--- src/rtl/assert_macros.svh ---
// Assertion macros shared by the responder modules.
`ifndef ASSERT_MACROS_SVH
`define ASSERT_MACROS_SVH

// Check a property on every rising edge of clk_i, off while rst_ni is low.
`define MBRR_ASSERT(lbl, prop) \
  lbl: assert property (@(posedge clk_i) disable iff (!rst_ni) (prop)) \
    else $error("%m: check failed");

// Same check with a caller-supplied message.
`define MBRR_ASSERT_MSG(lbl, prop, msg) \
  lbl: assert property (@(posedge clk_i) disable iff (!rst_ni) (prop)) \
    else $error(msg);

`endif

--- src/rtl/mbrr_pkg.sv ---
// Shared constants, types and CRC function of the register read responder.
`timescale 1ns / 1ps
package mbrr_pkg;

  localparam logic [15:0] CrcInit   = 16'hFFFF;
  localparam logic [15:0] CrcPoly   = 16'hA001;
  localparam logic [15:0] WantStart = 16'h0001;
  localparam logic [15:0] WantCount = 16'h0004;
  localparam logic [3:0]  MinFrame  = 4'd8;
  localparam logic [3:0]  CrcLowIdx = 4'd11;
  localparam logic [3:0]  ReplyLast = 4'd12;
  localparam logic [7:0]  ByteCount = 8'd8;
  localparam int          QueueDepth = 2;

  localparam logic CfgStation  = 1'b0;
  localparam logic CfgFunction = 1'b1;

  typedef struct packed {
    logic [15:0]        soil_percent;
    logic [15:0]        dust_reading;
    logic [15:0]        light_lux;
    logic signed [15:0] temperature_tenths;
  } job_t;

  function automatic logic [15:0] crc_feed(input logic [15:0] crc, input logic [7:0] b);
    logic [15:0] c;
    c = crc ^ {8'h00, b};
    for (int k = 0; k < 8; k++) begin
      c = c[0] ? ((c >> 1) ^ CrcPoly) : (c >> 1);
    end
    return c;
  endfunction

endpackage

--- src/rtl/mbrr_front.sv ---
// Request parser: running CRC, byte count, header capture and frame check.
`timescale 1ns / 1ps
`include "assert_macros.svh"
module mbrr_front import mbrr_pkg::*; (
  input  logic       clk_i,
  input  logic       rst_ni,
  input  logic       in_valid_i,
  output logic       in_ready_o,
  input  logic [7:0] rx_byte_i,
  input  logic       frame_end_i,
  input  job_t       job_i,
  input  logic [7:0] station_i,
  input  logic [7:0] function_i,
  input  logic       full_i,
  output logic       push_o,
  output job_t       job_o
);

  logic [15:0] crc_q, crc_d;
  logic [3:0]  cnt_q, cnt_d;
  logic [7:0]  stn_q, stn_d;
  logic [7:0]  fn_q, fn_d;
  logic [15:0] start_q, start_d;
  logic [15:0] count_q, count_d;
  logic        acc;
  logic        ok;

  assign in_ready_o = !full_i;
  assign acc        = in_valid_i && in_ready_o;
  assign job_o      = job_i;

  always_comb begin
    crc_d   = crc_q;
    cnt_d   = cnt_q;
    stn_d   = stn_q;
    fn_d    = fn_q;
    start_d = start_q;
    count_d = count_q;
    ok      = 1'b0;
    push_o  = 1'b0;
    if (acc) begin
      case (cnt_q)
        4'd0:    stn_d = rx_byte_i;
        4'd1:    fn_d = rx_byte_i;
        4'd2:    start_d[15:8] = rx_byte_i;
        4'd3:    start_d[7:0] = rx_byte_i;
        4'd4:    count_d[15:8] = rx_byte_i;
        4'd5:    count_d[7:0] = rx_byte_i;
        default: ;
      endcase
      crc_d = crc_feed(crc_q, rx_byte_i);
      if (cnt_q < MinFrame) begin
        cnt_d = cnt_q + 4'd1;
      end
      ok = (cnt_d == MinFrame) && (crc_d == 16'h0000) && (stn_d == station_i) &&
           (fn_d == function_i) && (start_d == WantStart) && (count_d == WantCount);
      if (frame_end_i) begin
        push_o  = ok;
        crc_d   = CrcInit;
        cnt_d   = '0;
        stn_d   = '0;
        fn_d    = '0;
        start_d = '0;
        count_d = '0;
      end
    end
  end

  always_ff @(posedge clk_i or negedge rst_ni) begin
    if (!rst_ni) begin
      crc_q   <= CrcInit;
      cnt_q   <= '0;
      stn_q   <= '0;
      fn_q    <= '0;
      start_q <= '0;
      count_q <= '0;
    end else begin
      crc_q   <= crc_d;
      cnt_q   <= cnt_d;
      stn_q   <= stn_d;
      fn_q    <= fn_d;
      start_q <= start_d;
      count_q <= count_d;
    end
  end

  `MBRR_ASSERT(frame_clears, (acc && frame_end_i) |=> (cnt_q == '0 && crc_q == CrcInit))

endmodule

--- src/rtl/mbrr_fifo.sv ---
// Short job queue between the request parser and the reply serialiser.
`timescale 1ns / 1ps
`include "assert_macros.svh"
module mbrr_fifo import mbrr_pkg::*; #(
  parameter int Depth = QueueDepth
) (
  input  logic clk_i,
  input  logic rst_ni,
  input  logic push_i,
  input  job_t data_i,
  output logic full_o,
  input  logic pop_i,
  output logic valid_o,
  output job_t data_o
);

  localparam int AW = (Depth > 1) ? $clog2(Depth) : 1;
  localparam int CW = $clog2(Depth + 1);

  job_t          mem_q [Depth];
  logic [AW-1:0] wr_q, rd_q;
  logic [CW-1:0] cnt_q;
  logic          do_push, do_pop;

  assign full_o  = (cnt_q == CW'(Depth));
  assign valid_o = (cnt_q != '0);
  assign data_o  = mem_q[rd_q];
  assign do_push = push_i && !full_o;
  assign do_pop  = pop_i && valid_o;

  always_ff @(posedge clk_i) begin
    if (do_push) begin
      mem_q[wr_q] <= data_i;
    end
  end

  always_ff @(posedge clk_i or negedge rst_ni) begin
    if (!rst_ni) begin
      wr_q  <= '0;
      rd_q  <= '0;
      cnt_q <= '0;
    end else begin
      if (do_push) begin
        wr_q <= (wr_q == AW'(Depth - 1)) ? '0 : wr_q + AW'(1);
      end
      if (do_pop) begin
        rd_q <= (rd_q == AW'(Depth - 1)) ? '0 : rd_q + AW'(1);
      end
      case ({do_push, do_pop})
        2'b10:   cnt_q <= cnt_q + CW'(1);
        2'b01:   cnt_q <= cnt_q - CW'(1);
        default: ;
      endcase
    end
  end

  `MBRR_ASSERT_MSG(no_overflow, push_i |-> !full_o, "job pushed into a full queue")
  `MBRR_ASSERT(count_bound, cnt_q <= CW'(Depth))

endmodule

--- src/rtl/mbrr_back.sv ---
// Reply serialiser: emits the 13-byte reply with its CRC through an output register.
`timescale 1ns / 1ps
`include "assert_macros.svh"
module mbrr_back import mbrr_pkg::*; (
  input  logic       clk_i,
  input  logic       rst_ni,
  input  logic       valid_i,
  input  job_t       job_i,
  output logic       pop_o,
  input  logic [7:0] station_i,
  input  logic [7:0] function_i,
  output logic       out_valid_o,
  input  logic       out_ready_i,
  output logic [7:0] out_byte_o,
  output logic       out_last_o
);

  logic        busy_q;
  logic [3:0]  idx_q;
  job_t        job_q;
  logic [15:0] crc_q;
  logic        ov_q;
  logic [7:0]  ob_q;
  logic        ol_q;
  logic        adv;
  logic [7:0]  cur_b;

  assign pop_o       = !busy_q && valid_i;
  assign adv         = busy_q && (!ov_q || out_ready_i);
  assign out_valid_o = ov_q;
  assign out_byte_o  = ob_q;
  assign out_last_o  = ol_q;

  always_comb begin
    case (idx_q)
      4'd0:    cur_b = station_i;
      4'd1:    cur_b = function_i;
      4'd2:    cur_b = ByteCount;
      4'd3:    cur_b = job_q.temperature_tenths[15:8];
      4'd4:    cur_b = job_q.temperature_tenths[7:0];
      4'd5:    cur_b = job_q.light_lux[15:8];
      4'd6:    cur_b = job_q.light_lux[7:0];
      4'd7:    cur_b = job_q.dust_reading[15:8];
      4'd8:    cur_b = job_q.dust_reading[7:0];
      4'd9:    cur_b = job_q.soil_percent[15:8];
      4'd10:   cur_b = job_q.soil_percent[7:0];
      4'd11:   cur_b = crc_q[7:0];
      default: cur_b = crc_q[15:8];
    endcase
  end

  always_ff @(posedge clk_i or negedge rst_ni) begin
    if (!rst_ni) begin
      busy_q <= 1'b0;
      idx_q  <= '0;
      ov_q   <= 1'b0;
    end else begin
      if (pop_o) begin
        busy_q <= 1'b1;
        idx_q  <= '0;
      end else if (adv) begin
        idx_q <= idx_q + 4'd1;
        if (idx_q == ReplyLast) begin
          busy_q <= 1'b0;
        end
      end
      if (adv) begin
        ov_q <= 1'b1;
      end else if (out_ready_i) begin
        ov_q <= 1'b0;
      end
    end
  end

  always_ff @(posedge clk_i) begin
    if (pop_o) begin
      job_q <= job_i;
      crc_q <= CrcInit;
    end
    if (adv) begin
      ob_q <= cur_b;
      ol_q <= (idx_q == ReplyLast);
      if (idx_q < CrcLowIdx) begin
        crc_q <= crc_feed(crc_q, cur_b);
      end
    end
  end

  `MBRR_ASSERT(idx_bound, !(busy_q && idx_q > ReplyLast))
  `MBRR_ASSERT(last_word, (adv && idx_q == ReplyLast) |=> (!busy_q && ov_q && ol_q))

endmodule

--- src/rtl/modbus_rtu_read_responder.sv ---
// Top level of the register read responder: config registers, parser, queue, serialiser.
// Usage:
//   Request bytes enter on the s_axis channel, one word per byte; s_axis_tlast
//   marks the last byte of a frame and the four sensor words in s_axis_tdata
//   are sampled with that byte. The block accepts one word every cycle while
//   its job queue has room (QDepth accepted frames waiting to be answered).
//   A frame that passes length, CRC, station, function, start register and
//   register count checks yields a 13-byte reply on m_axis; m_axis_tlast marks
//   its final byte. Rejected frames give nothing.
//   Output: m_axis_tvalid rises once an accepted frame's job has passed the queue,
//   the serialiser start and the output register; the bytes follow one per cycle
//   while m_axis_tready is high; a new job starts only after the prior reply ends.
//   A stalled receiver holds the output register; the serialiser stops, and
//   the parser keeps taking bytes until the queue is full.
//   The config port writes station address (index 0) and function code
//   (index 1) on cycles with cfg_we_i high; write only while idle.
//   Reset clears the frame state, empties the queue and drops any reply in
//   progress; station address returns to 1 and function code to 3.
`timescale 1ns / 1ps
module modbus_rtu_read_responder import mbrr_pkg::*; #(
  parameter int QDepth = QueueDepth
) (
  input  logic        clk_i,
  input  logic        rst_ni,
  input  logic        s_axis_tvalid,
  output logic        s_axis_tready,
  // [7:0] rx_byte, [23:8] temperature_tenths, [39:24] light_lux,
  // [55:40] dust_reading, [71:56] soil_percent
  input  logic [71:0] s_axis_tdata,
  input  logic        s_axis_tlast,
  output logic        m_axis_tvalid,
  input  logic        m_axis_tready,
  // [7:0] tx_byte
  output logic [7:0]  m_axis_tdata,
  output logic        m_axis_tlast,
  input  logic        cfg_we_i,
  input  logic        cfg_idx_i,
  input  logic [7:0]  cfg_wdata_i
);

  logic [7:0] station_q;
  logic [7:0] function_q;
  job_t       in_job;
  job_t       push_job;
  job_t       head_job;
  logic       push;
  logic       full;
  logic       pop;
  logic       head_valid;

  always_ff @(posedge clk_i or negedge rst_ni) begin
    if (!rst_ni) begin
      station_q  <= 8'd1;
      function_q <= 8'd3;
    end else if (cfg_we_i) begin
      case (cfg_idx_i)
        CfgStation:  station_q <= cfg_wdata_i;
        CfgFunction: function_q <= cfg_wdata_i;
        default:     ;
      endcase
    end
  end

  assign in_job.temperature_tenths = s_axis_tdata[23:8];
  assign in_job.light_lux          = s_axis_tdata[39:24];
  assign in_job.dust_reading       = s_axis_tdata[55:40];
  assign in_job.soil_percent       = s_axis_tdata[71:56];

  mbrr_front u_front (
    .clk_i       (clk_i),
    .rst_ni      (rst_ni),
    .in_valid_i  (s_axis_tvalid),
    .in_ready_o  (s_axis_tready),
    .rx_byte_i   (s_axis_tdata[7:0]),
    .frame_end_i (s_axis_tlast),
    .job_i       (in_job),
    .station_i   (station_q),
    .function_i  (function_q),
    .full_i      (full),
    .push_o      (push),
    .job_o       (push_job)
  );

  mbrr_fifo #(
    .Depth (QDepth)
  ) u_fifo (
    .clk_i   (clk_i),
    .rst_ni  (rst_ni),
    .push_i  (push),
    .data_i  (push_job),
    .full_o  (full),
    .pop_i   (pop),
    .valid_o (head_valid),
    .data_o  (head_job)
  );

  mbrr_back u_back (
    .clk_i       (clk_i),
    .rst_ni      (rst_ni),
    .valid_i     (head_valid),
    .job_i       (head_job),
    .pop_o       (pop),
    .station_i   (station_q),
    .function_i  (function_q),
    .out_valid_o (m_axis_tvalid),
    .out_ready_i (m_axis_tready),
    .out_byte_o  (m_axis_tdata),
    .out_last_o  (m_axis_tlast)
  );

endmodule

--- config.mk ---
export PLATFORM = sky130hd
export DESIGN_NAME = modbus_rtu_read_responder
export DESIGN_NICKNAME = d
export VERILOG_FILES = /design/src/rtl/mbrr_pkg.sv /design/src/rtl/mbrr_front.sv /design/src/rtl/mbrr_fifo.sv /design/src/rtl/mbrr_back.sv /design/src/rtl/modbus_rtu_read_responder.sv
export VERILOG_INCLUDE_DIRS = /design/src /design/src/rtl
export SDC_FILE = /design/constraint.sdc
export NUM_CORES = 1
export LEC_CHECK = 0
export BUFFER_PORTS_ARGS = -buffer_cell sky130_fd_sc_hd__buf_2
export CORE_MARGIN = 3
export CORE_UTILIZATION = 50
export CTS_CLUSTER_DIAMETER = 50
export DETAILED_ROUTE_END_ITERATION = 10
export GPL_TIMING_DRIVEN = 1
export PLACE_DENSITY_LB_ADDON = 0.1
export SYNTH_ARGS = -nofsm -noshare
export SYNTH_HDL_FRONTEND = slang
export SYNTH_SLANG_ARGS = --single-unit
--- constraint.sdc ---
create_clock -name clk_i -period 13.55 [get_ports clk_i]
set_input_delay 3.3875 -clock clk_i [delete_from_list [all_inputs] [get_ports clk_i]]
set_output_delay 3.3875 -clock clk_i [all_outputs]
set_load 0.01 [all_outputs]
==> results.md <==
* Seq/Total Area, Yosys at between 60% and 70%
* F_max at about 140 MHz
* Total Wirelength at ~29 mm
* Pre-antenna DRT Iters at 5
* Post-CTS sizing at 0
* Worst path cell trace: buf_2 -> xor2_1 -> xor2_1 -> xnor2_1 -> xnor2_1 -> ha_1 -> xnor2_1 -> nand4_1 -> a221oi_1 -> o221ai_1 -> or4_1 -> or3_1 -> nor2_4 -> buf_4
* Post-Synthesis Cells at roughly 960
* Switching Power at 1.02 mW
* Area after DPL at around 14000 µm²
* Final instance area at ~15000 µm²
* Synthesized Nets at around 1.1k
* Largest net degree at the start of global routing at 85
* Slew @ Worst Pin at 1.10 ns
* Die ar. at roughly 28000 µm²
* Critical Path Fanout Max at 64
* GRT overflow at 0
* First-pass GRT wire length at 45.6 mm
* Syn_area_per_cell at between 10 and 15 µm²
* Yosys warning count at 0
* Multi-input logic area at 4230 µm²
* 1st-iter DRT viols at roughly 640
* Core area at roughly 26000 µm²
* Yosys reg bits at 311
* Tcrit/Tclk final at 53.6%
* Cts bufs inserted at 37
* Sequential share of power at roughly 37%
* Hold WC Path Type: register to register
* Hpwl dp at roughly 19 mm
* Yosys top cell by area: edfxtp_1
* Die X at roughly 170 µm
* Max VDD drop at ~0.00027 V
* Skew-Pair Late Insertion Delay at 0.51 ns
* Layout area overhead at 14.2%
* CP most frequent cell: xnor2_1
* Ant diodes at 0
* Buffers on Ports at 97
* Clock Pin Slew Worst Setup and Hold Paths at 0.05 ns
* Max Cap Viol at 0
* Boundary pin count at 98
* CTS H-tree lvls at 2
* Critical Path End Type: register
* Via density at between 5 and 6
* Leak at about 5.6 nW
* Sw Share at approximately 32%
* Fillers at 2106
* Clk buf depth at 3
* Post-route ant nets at 0
* Startpoint of the worst register-to-register path: u_front.crc_q[5]
* Main flop type after synthesis: edfxtp_1
* Clock network power share at 28.1%
* RSZ-0062 raised after global routing: no
* Cell Area, Synth at 13200 µm²
* Worst reg-to-reg setup slack at about 8.9 ns
* CP max-delay cell: buf_4
* Final nets at 1157
* Synth area leaders: edfxtp_1, dfrtp_1, mux2_2, dfstp_2, o21ai_0
* Pwr Density at between 200 and 250 nW/µm²
* Hold Crit Start: u_front.crc_q[15]
* Setup Skew at between 0.02 and 0.025 ns
* Drt wl/cell at 20.6 µm
* Initial core utilization at approximately half
* Setup TNS at 0 ns
* CP max stage delay at 0.68 ns
* Minimum clock period at a little over 7 ns
* # rows at between 50 and 60
* Required time of the critical path at roughly 14 ns
* Post-CTS setup buffers at 0
* Status: finished clean
* Synth unique cells at 71
* Commonest cells post-synth: edfxtp_1, nand2_1, mux2_2
* Critical path class: input port to register
* Number of synthesized flops with an enable pin at 201
* Worst slew margin at 26.9%
* Worst Hold Path Cells at 2
* Die H at ~170 µm
* Worst R2R End: u_fifo.mem_q[1][39]
* Combinational fraction of design power at between 30% and 40%
* Gpl congestion at roughly 0.87
* Critical Path Source Type: input port
* CTS tree: built
* GRT Util Overall at 20.6%
* Vias in the first global route at 7967
* Final Hold Fails at 0
* Root cell of the clock tree: clkbuf_16
* Internal power at roughly 2.1 mW
* # DRC at 0
* Initial antenna violation count at 1
* R2R cell count at 13
* Layout cells sized above 1 at a little over a quarter
* Total power at about 3.2 mW
* Fraction of synthesis flops using an asynchronous set or reset pin at a little under a third
* Final-report setup violation count at 0
* Max Slew Vio Count at 0
* Via count at about 8.0k
* Critical Path AT at between 7 and 8 ns
* WHS Endpoint: u_front.crc_q[15]
* CTS Hold Buffers Added at 0
* Count leader, synth: edfxtp_1
* Clk sink count at 311
* Top-area cell type share of the netlist area at ~46%
* FF+latch area at just under 9000 µm²
## layout make-up
type                       count  area share [%]
sequential                   311            57.9
timing repair buffer         108            3.78
multi-input combinational    595            28.1
clock inverter                18           0.821
clock buffer                  46            6.50
tap                          330            2.74
inverter                       7           0.174
## cells by family (layout without fill, tap and decap cells)
family | Yosys count | count (layout) | share of synthesized area, %
XOR/XNOR | 64 | 64 | 4.68
AO/OA/AOI/OAI | 186 | 186 | 8.98
buffers and inverters | 53 | 179 | 1.98
flip-flops | 311 | 311 | 66.1
AND/OR/NAND/NOR | 228 | 228 | 8.29
adder cells (fa/ha/maj) | 10 | 10 | 0.948
multiplexers | 107 | 107 | 8.98
## worst max-delay path by stage
stage | start | slack, ns | endpoint | cells after the start
2_1_floorplan | s_axis_tdata[5] | 4.16 | u_fifo.mem_q[0][0] | 14
3_3_place_gp | s_axis_tdata[5] | 5.85 | u_fifo.mem_q[0][32] | 14
3_5_place_dp | s_axis_tdata[5] | 5.77 | u_fifo.mem_q[1][47] | 14
4_1_cts | s_axis_tdata[5] | 6.28 | u_fifo.mem_q[0][50] | 14
5_1_grt | s_axis_tdata[5] | 5.86 | u_fifo.mem_q[1][59] | 14
6_report | s_axis_tdata[5] | 6.29 | u_fifo.mem_q[1][39] | 14
## power by group through the flow
stage | clock network, mW | logic, mW | registers (mW)
2_1_floorplan | 0 | 0.854 | 1.19
3_3_place_gp | 0 | 1.08 | 1.20
3_5_place_dp | 0 | 1.08 | 1.20
4_1_cts | 0.909 | 1.09 | 1.18
5_1_grt | 0.953 | 1.19 | 1.19
6_report | 0.891 | 1.10 | 1.18
## sequential cells by signal, indices dropped and copies added, names as in the netlist
signal / flops
function_q: 8
u_front.crc_q: 16
u_back.idx_q: 4
u_front.cnt_q: 4
u_back.crc_q: 16
u_front.count_q: 16
u_front.fn_q: 8
u_back.out_valid_o: 1
u_fifo.mem_q: 128
station_q: 8
u_front.stn_q: 8
u_fifo.cnt_q: 2
u_front.start_q: 16
u_back.busy_q: 1
u_fifo.rd_q: 1
u_back.out_byte_o: 8
u_back.job_q: 64
u_fifo.wr_q: 1
u_back.out_last_o: 1
## critical path: cells and delay by family
kind                       cells  cell delay (ns)
AOI/OAI and AO/OA              2             0.36
buffers and inverters          2             0.88
xor gates and xnor gates       5             1.16
adders and majority gates      1             0.29
and+or+nand+nor                4             1.20
## cell usage in the layout, fill, tap and decap left out, types with 7 or more instances in the layout
cell	count
xnor2_1	25
dfstp_2	19
o21ai_0	76
nand2b_1	16
buf_4	12
dfxtp_1	16
ha_1	10
and2_1	7
dfrtp_1	74
buf_2	96
mux2_2	88
nand4_1	7
nand2_1	98
nor3_1	21
mux2i_1	18
a22oi_1	13
edfxtp_1	201
a21oi_1	38
a22o_1	8
nand3_1	8
o21ai_1	8
nor2_1	40
xor2_1	34
inv_1	7
clkbuf_16	38
clkbuf_1	8
## layer usage
| layer | track usage (%) | part of all wire (%) | vias to the layer above |
|---|---|---|---|
| met1 | 31.8 | 48 | 3989 |
| met5 | 0 | 0.024 | - |
| met4 | 4.91 | 1.8 | 2 |
| met3 | 4.02 | 5.9 | 46 |
| li1 | - | - | 3764 |
| met2 | 30.4 | 44 | 221 |
## through the flow
| stage | cells | setup WS (ns) | hold WS, ns | utilization (%) |
|---|---|---|---|---|
| 2_1_floorplan | 959 | 4.16 | 0.441 | - |
| 3_3_place_gp | 1351 | 5.85 | 0.456 | 54.7 |
| 3_5_place_dp | 1351 | 5.77 | 0.454 | 54.7 |
| 4_1_cts | 1415 | 6.28 | 0.463 | 59.0 |
| 5_1_grt | 1415 | 5.86 | 0.492 | 59.0 |
| 6_report | 1415 | 6.29 | 0.460 | 59.0 |
Note: power is estimated with default switching activity, not from simulation.
